### config.mk
export PLATFORM = sky130hd
export DESIGN_NAME = iirbq_cell
export DESIGN_NICKNAME = d
export VERILOG_FILES = /design/src/sv/iirbq_pkg.sv /design/src/sv/iirbq_cell.sv
export SDC_FILE = /design/constraint.sdc
export NUM_CORES = 2
export LEC_CHECK = 0
export BUFFER_PORTS_ARGS = -buffer_cell sky130_fd_sc_hd__buf_4
export CAP_MARGIN = 20
export CORE_ASPECT_RATIO = 1.75
export CORE_UTILIZATION = 45
export CTS_CLUSTER_SIZE = 10
export DETAILED_ROUTE_END_ITERATION = 7
export SYNTH_ARGS = -nofsm -noshare
export SYNTH_HDL_FRONTEND = slang
export SYNTH_SLANG_ARGS = --single-unit
### constraint.sdc
create_clock -name clk -period 11.12 [get_ports clk]
set_input_delay 1.112 -clock clk [delete_from_list [all_inputs] [get_ports clk]]
set_output_delay 1.112 -clock clk [all_outputs]
set_load 0.03 [all_outputs]
### src/sv/iirbq_pkg.sv
`timescale 1ns / 1ps
// ----------------------------------------------------------------------------
// iirbq_pkg: shared types and constants of the seeded DF2T IIR filter
// Field widths, fixed-point positions, register indexes, reset values,
// sequencer states and the per-phase strobes that drive the cells.
// ----------------------------------------------------------------------------
package iirbq_pkg;

    localparam int DATA_W     = 32;   // Q16.16 samples and results
    localparam int COEF_W     = 32;   // Q2.30 coefficients, Q8.24 reciprocal
    localparam int STATE_W    = 40;   // Q24.16 delay state
    localparam int SEED_W     = 10;
    localparam int CFG_IDX_W  = 3;
    localparam int COEF_FRAC  = 30;
    localparam int RECIP_FRAC = 24;
    localparam int PROD_W     = COEF_W + DATA_W;
    localparam int TERM_W     = PROD_W - COEF_FRAC;   // a product scaled to Q.16
    localparam int ACC_W      = STATE_W + 1;

    localparam int ORDER_DEF  = 2;

    localparam logic signed [COEF_W-1:0] B0_RESET    = 32'sh4000_0000;
    localparam logic signed [COEF_W-1:0] RECIP_RESET = 32'sh0100_0000;

    typedef enum logic [CFG_IDX_W-1:0] {
        CFG_B0,
        CFG_B1,
        CFG_B2,
        CFG_A1,
        CFG_A2,
        CFG_RECIP,
        CFG_SEED
    } cfg_idx_t;

    typedef enum logic [2:0] {
        ST_IDLE,
        ST_MULX,
        ST_ACC,
        ST_MULR,
        ST_FB,
        ST_MULY,
        ST_UPD,
        ST_HOLD
    } seq_state_t;

    typedef struct packed {
        logic clear;   // zero the delay state
        logic mul_x;   // coefficient times sample
        logic acc;     // form the accumulator from the first state
        logic mul_r;   // accumulator times reciprocal
        logic fb;      // saturate and register the output
        logic mul_y;   // feedback coefficient times output
        logic upd;     // write the new delay state
    } pass_ctrl_t;

endpackage

### src/sv/iirbq_cell.sv
`timescale 1ns / 1ps
// ----------------------------------------------------------------------------
// iirbq_cell: one delay element of the transposed structure
// Holds one state word and takes the next word from its neighbor in the row.
// One multiplier forms the numerator term and then the feedback term.
// ----------------------------------------------------------------------------
module iirbq_cell
    import iirbq_pkg::*;
(
    input  logic                      clk,
    input  logic                      rst_n,
    input  pass_ctrl_t                ctrl,
    input  logic signed [DATA_W-1:0]  x,
    input  logic signed [DATA_W-1:0]  y,
    input  logic signed [COEF_W-1:0]  coef_b,
    input  logic signed [COEF_W-1:0]  coef_a,
    input  logic signed [STATE_W-1:0] s_in,
    output logic signed [STATE_W-1:0] s_out
);

    localparam int SUM_W = STATE_W + 2;
    localparam logic signed [SUM_W-1:0] S_MAX = SUM_W'(40'sh7F_FFFF_FFFF);
    localparam logic signed [SUM_W-1:0] S_MIN = SUM_W'(40'sh80_0000_0000);

    logic signed [COEF_W-1:0]  op_c;
    logic signed [DATA_W-1:0]  op_v;
    logic signed [PROD_W-1:0]  prod;
    logic signed [TERM_W-1:0]  bx_reg;
    logic signed [TERM_W-1:0]  ay_reg;
    logic signed [STATE_W-1:0] s_reg;
    logic signed [SUM_W-1:0]   s_sum;
    logic signed [STATE_W-1:0] s_next;

    assign op_c = ctrl.mul_y ? coef_a : coef_b;
    assign op_v = ctrl.mul_y ? y : x;
    assign prod = op_c * op_v;

    always_ff @(posedge clk)
    begin
        if (ctrl.mul_x)
        begin
            bx_reg <= prod[PROD_W-1:COEF_FRAC];
        end
        if (ctrl.mul_y)
        begin
            ay_reg <= prod[PROD_W-1:COEF_FRAC];
        end
    end

    // New state is the neighbor's old state plus this tap's terms, saturated.
    always_comb
    begin
        s_sum = SUM_W'(s_in) + SUM_W'(bx_reg) - SUM_W'(ay_reg);
        if (s_sum > S_MAX)
        begin
            s_next = S_MAX[STATE_W-1:0];
        end
        else if (s_sum < S_MIN)
        begin
            s_next = S_MIN[STATE_W-1:0];
        end
        else
        begin
            s_next = s_sum[STATE_W-1:0];
        end
    end

    always_ff @(posedge clk or negedge rst_n)
    begin
        if (!rst_n)
        begin
            s_reg <= '0;
        end
        else if (ctrl.clear)
        begin
            s_reg <= '0;
        end
        else if (ctrl.upd)
        begin
            s_reg <= s_next;
        end
    end

    assign s_out = s_reg;

endmodule

==> impl_metrics.py <==
metrics = {
    "run_status": {
        "outcome": "finished with violations",
        "failing_checks": "DRC",
    },
    "timing": {
        "tns_ns": 0,
        "achievable-frequency_ghz": 0.0974,
        "timing.slew.headroom": 0.229,
        "hold_slack_ns": 0.508,
        "timing_max_transition_violations_final": 0,
        "finalWorstPathRequiredPeriod_ns": 10.27,
        "post-route-period-util": 0.923,
        "finalSetupViolations": 0,
        "worstMarginPinSlew_ns": 1.13,
        "fin_skew_ns": 0.00714,
        "final_hold_viol_count": 0,
        "rsz0062_at_grt": "false",
    },
    "clocking": {
        "clock_path_buffers": 2,
        "total_clock_sinks": 108,
        "cts-hold-fix-buffers": 0,
        "clk_tree_root_cell": "sky130_fd_sc_hd__clkbuf_16",
        "htreeDepth": 3,
        "postCtsResizedCells": 0,
        "post-cts-setup-buffers": 0,
        "number_of_buffers_inserted_during_clock_tree_synthesis": 9,
        "clkLatencyLatePin_ns": 0.36,
        "tritoncts": "done",
        "clkSlewWorstSetupHoldPaths_ns": 0.07,
    },
    "logic_synthesis": {
        "synth.avg_cell_area_um2": 9.40,
        "synth_enable_flop_cells": 68,
        "synth_seq_cells": 108,
        "ys_warn_count": 0,
        "synth_top_flop_cell": "sky130_fd_sc_hd__edfxtp_1",
        "syn_nets": 6018,
        "ys_types": 77,
        "ys_top_cells_by_area": "sky130_fd_sc_hd__fa_1, sky130_fd_sc_hd__inv_1, sky130_fd_sc_hd__ha_1, sky130_fd_sc_hd__nor2_1, sky130_fd_sc_hd__edfxtp_1",
        "mappedNetlistArea_um2": 42300,
        "post-synth-top-area-cell": "sky130_fd_sc_hd__fa_1",
        "most_frequent_cell_after_synthesis": "sky130_fd_sc_hd__fa_1",
        "netlist.area_leader.share": 0.531,
        "seq_area_frac_synth": 0.0720,
        "postSynth.asyncResetShare": 0.370,
        "synth.top_cells.by_count": "sky130_fd_sc_hd__fa_1, sky130_fd_sc_hd__inv_1, sky130_fd_sc_hd__nor2_1",
        "mapped_cells": 4498,
    },
    "placed_design": {
        "placed_cells_incl_taps": 5866,
        "gp_routability_congestion": 0.954,
        "port_buffers": 213,
        "placed_cell_area_um2": 45900,
        "hpwl_um": 114000,
    },
    "route": {
        "dr.pass1.iters": 8,
        "dr_total_vias": 32300,
        "wl_per_cell_um": 23.5,
        "detail_route.drc_violations": 18,
        "detail_route.vias_per_cell": 5.49,
        "drtIter0Drc": 1976,
        "wirelength_um": 138000,
        "detail-route-antenna-nets": 0,
    },
    "global_route": {
        "grt_pass1_wl_um": 209000,
        "gr-usage-all-layers": 0.303,
        "globalRouteOverflowTotal": 0,
        "pin_count_of_the_biggest_net_entering_global_routing": 51,
        "first_global_vias": 36300,
        "antenna_found_initial": 0,
    },
    "setup_path": {
        "worstPathBufferInverterCount": 7,
        "dominant_cell_type_by_count_on_the_critical_path": "sky130_fd_sc_hd__fa_1",
        "worst_path_largest_cell_delay_ns": 0.91,
        "timing.setup.critical_path_class": "in2reg",
        "critPathArrivalTime_ns": 10.44,
        "worst_setup_path_start_kind": "input pin",
        "worst-path-max-fanout": 50,
        "critical_path.top_delay_family": "adder cells",
        "cp_slowest_cell": "sky130_fd_sc_hd__mux2i_2",
        "worstSetupEndpointType": "flip-flop",
        "cp_data_required_time_ns": 11.30,
    },
    "final_layout": {
        "design_area_um2": 46200,
        "area_delta_synth_final_pct": 9.32,
        "largest_reg_flops": 40,
        "drive_gt1_frac": 0.0991,
        "finalNetCount": 6197,
        "antenna_cells_inserted": 0,
        "finish.cell_count_without_fillers": 5882,
    },
    "die": {
        "dieWidth_um": 234,
        "dieArea_um2": 95200,
        "floorplan.initialDensity": 0.455,
        "boundaryPins": 217,
        "chipHeight_um": 407,
        "core_area_um2": 93000,
        "placement_rows": 148,
    },
    "hold_path": {
        "hp-class": "reg2reg",
    },
    "flow_run": {
        "max-cap-violations": 0,
    },
}
## per-layer routing
layer / up-vias / global-route usage / wire length (um)
met3: 557 / 0.0327 / 7190
met4: 0 / 0.226 / 13200
met2: 1292 / 0.542 / 71300
li1: 13600 / - / -
met1: 16800 / 0.324 / 46300
met5: - / 0 / 0
## kinds of logic after synthesis
| logic type | count (synthesis) | share of synthesized area |
|---|---|---|
| fa+ha+maj | 1343 | 0.597 |
| buf+inv | 1292 | 0.115 |
| simple gates | 1245 | 0.118 |
| compound gates | 313 | 0.0523 |
| mux | 115 | 0.0289 |
| flops | 108 | 0.0720 |
| xor+xnor | 82 | 0.0170 |
## cell usage in the layout (no fill, tap or decap), drive strengths merged, types with 8 or more instances in the layout
master  instances
o21a            8
ha            222
fa           1121
clkbuf         10
nand2b         29
mux2           54
o21ai          46
o211ai          8
o21bai         17
a221o          37
dfrtp          40
inv          1112
a21oi          94
nand4          19
nor2          586
edfxtp         68
nor3            8
and2           12
buf           348
a21o           29
nor2b          15
mux2i          61
xnor2          53
nand3          24
xor2           29
nand2         531
a31oi          10
## per-stage QoR
step            util  setup WS [ns]
6_report       0.497          0.853
3_5_place_dp   0.494          0.737
3_3_place_gp   0.494          0.379
4_1_cts        0.497           1.12
2_1_floorplan      -           1.24
5_1_grt        0.497          0.585
## cell type report
| class | count | area [um^2] |
|---|---|---|
| inverter | 1111 | 4170 |
| sequential | 108 | 3040 |
| tap | 1200 | 1500 |
| clock inverter | 7 | 50.0 |
| timing repair buffer | 349 | 2700 |
| clock buffer | 9 | 225 |
| multi-input combinational | 3098 | 34500 |
| fill | 8834 | 46700 |
## path summary, 6_finish.rpt
path                                       startpoint                     to  slack [ns]  depth (start not counted)
worst max register to register    ay_reg[2]$_DFFE_PP_  s_out[29]$_DFFE_PN0P_        6.44                         14
worst max-delay path                          ctrl[1]   ay_reg[32]$_DFFE_PP_        0.85                         28
worst min-delay path            s_out[29]$_DFFE_PN0P_  s_out[29]$_DFFE_PN0P_        0.51                          1
worst min register to register  s_out[29]$_DFFE_PN0P_  s_out[29]$_DFFE_PN0P_        0.51                          1
max in group asynchronous                       rst_n  s_out[23]$_DFFE_PN0P_       10.04                          1
min in group asynchronous                       rst_n   s_out[2]$_DFFE_PN0P_        0.73                          1
Power is left out: the tool's default activity adds up to more than one toggle a clock period on the data nets, which glitch-free logic cannot reach.
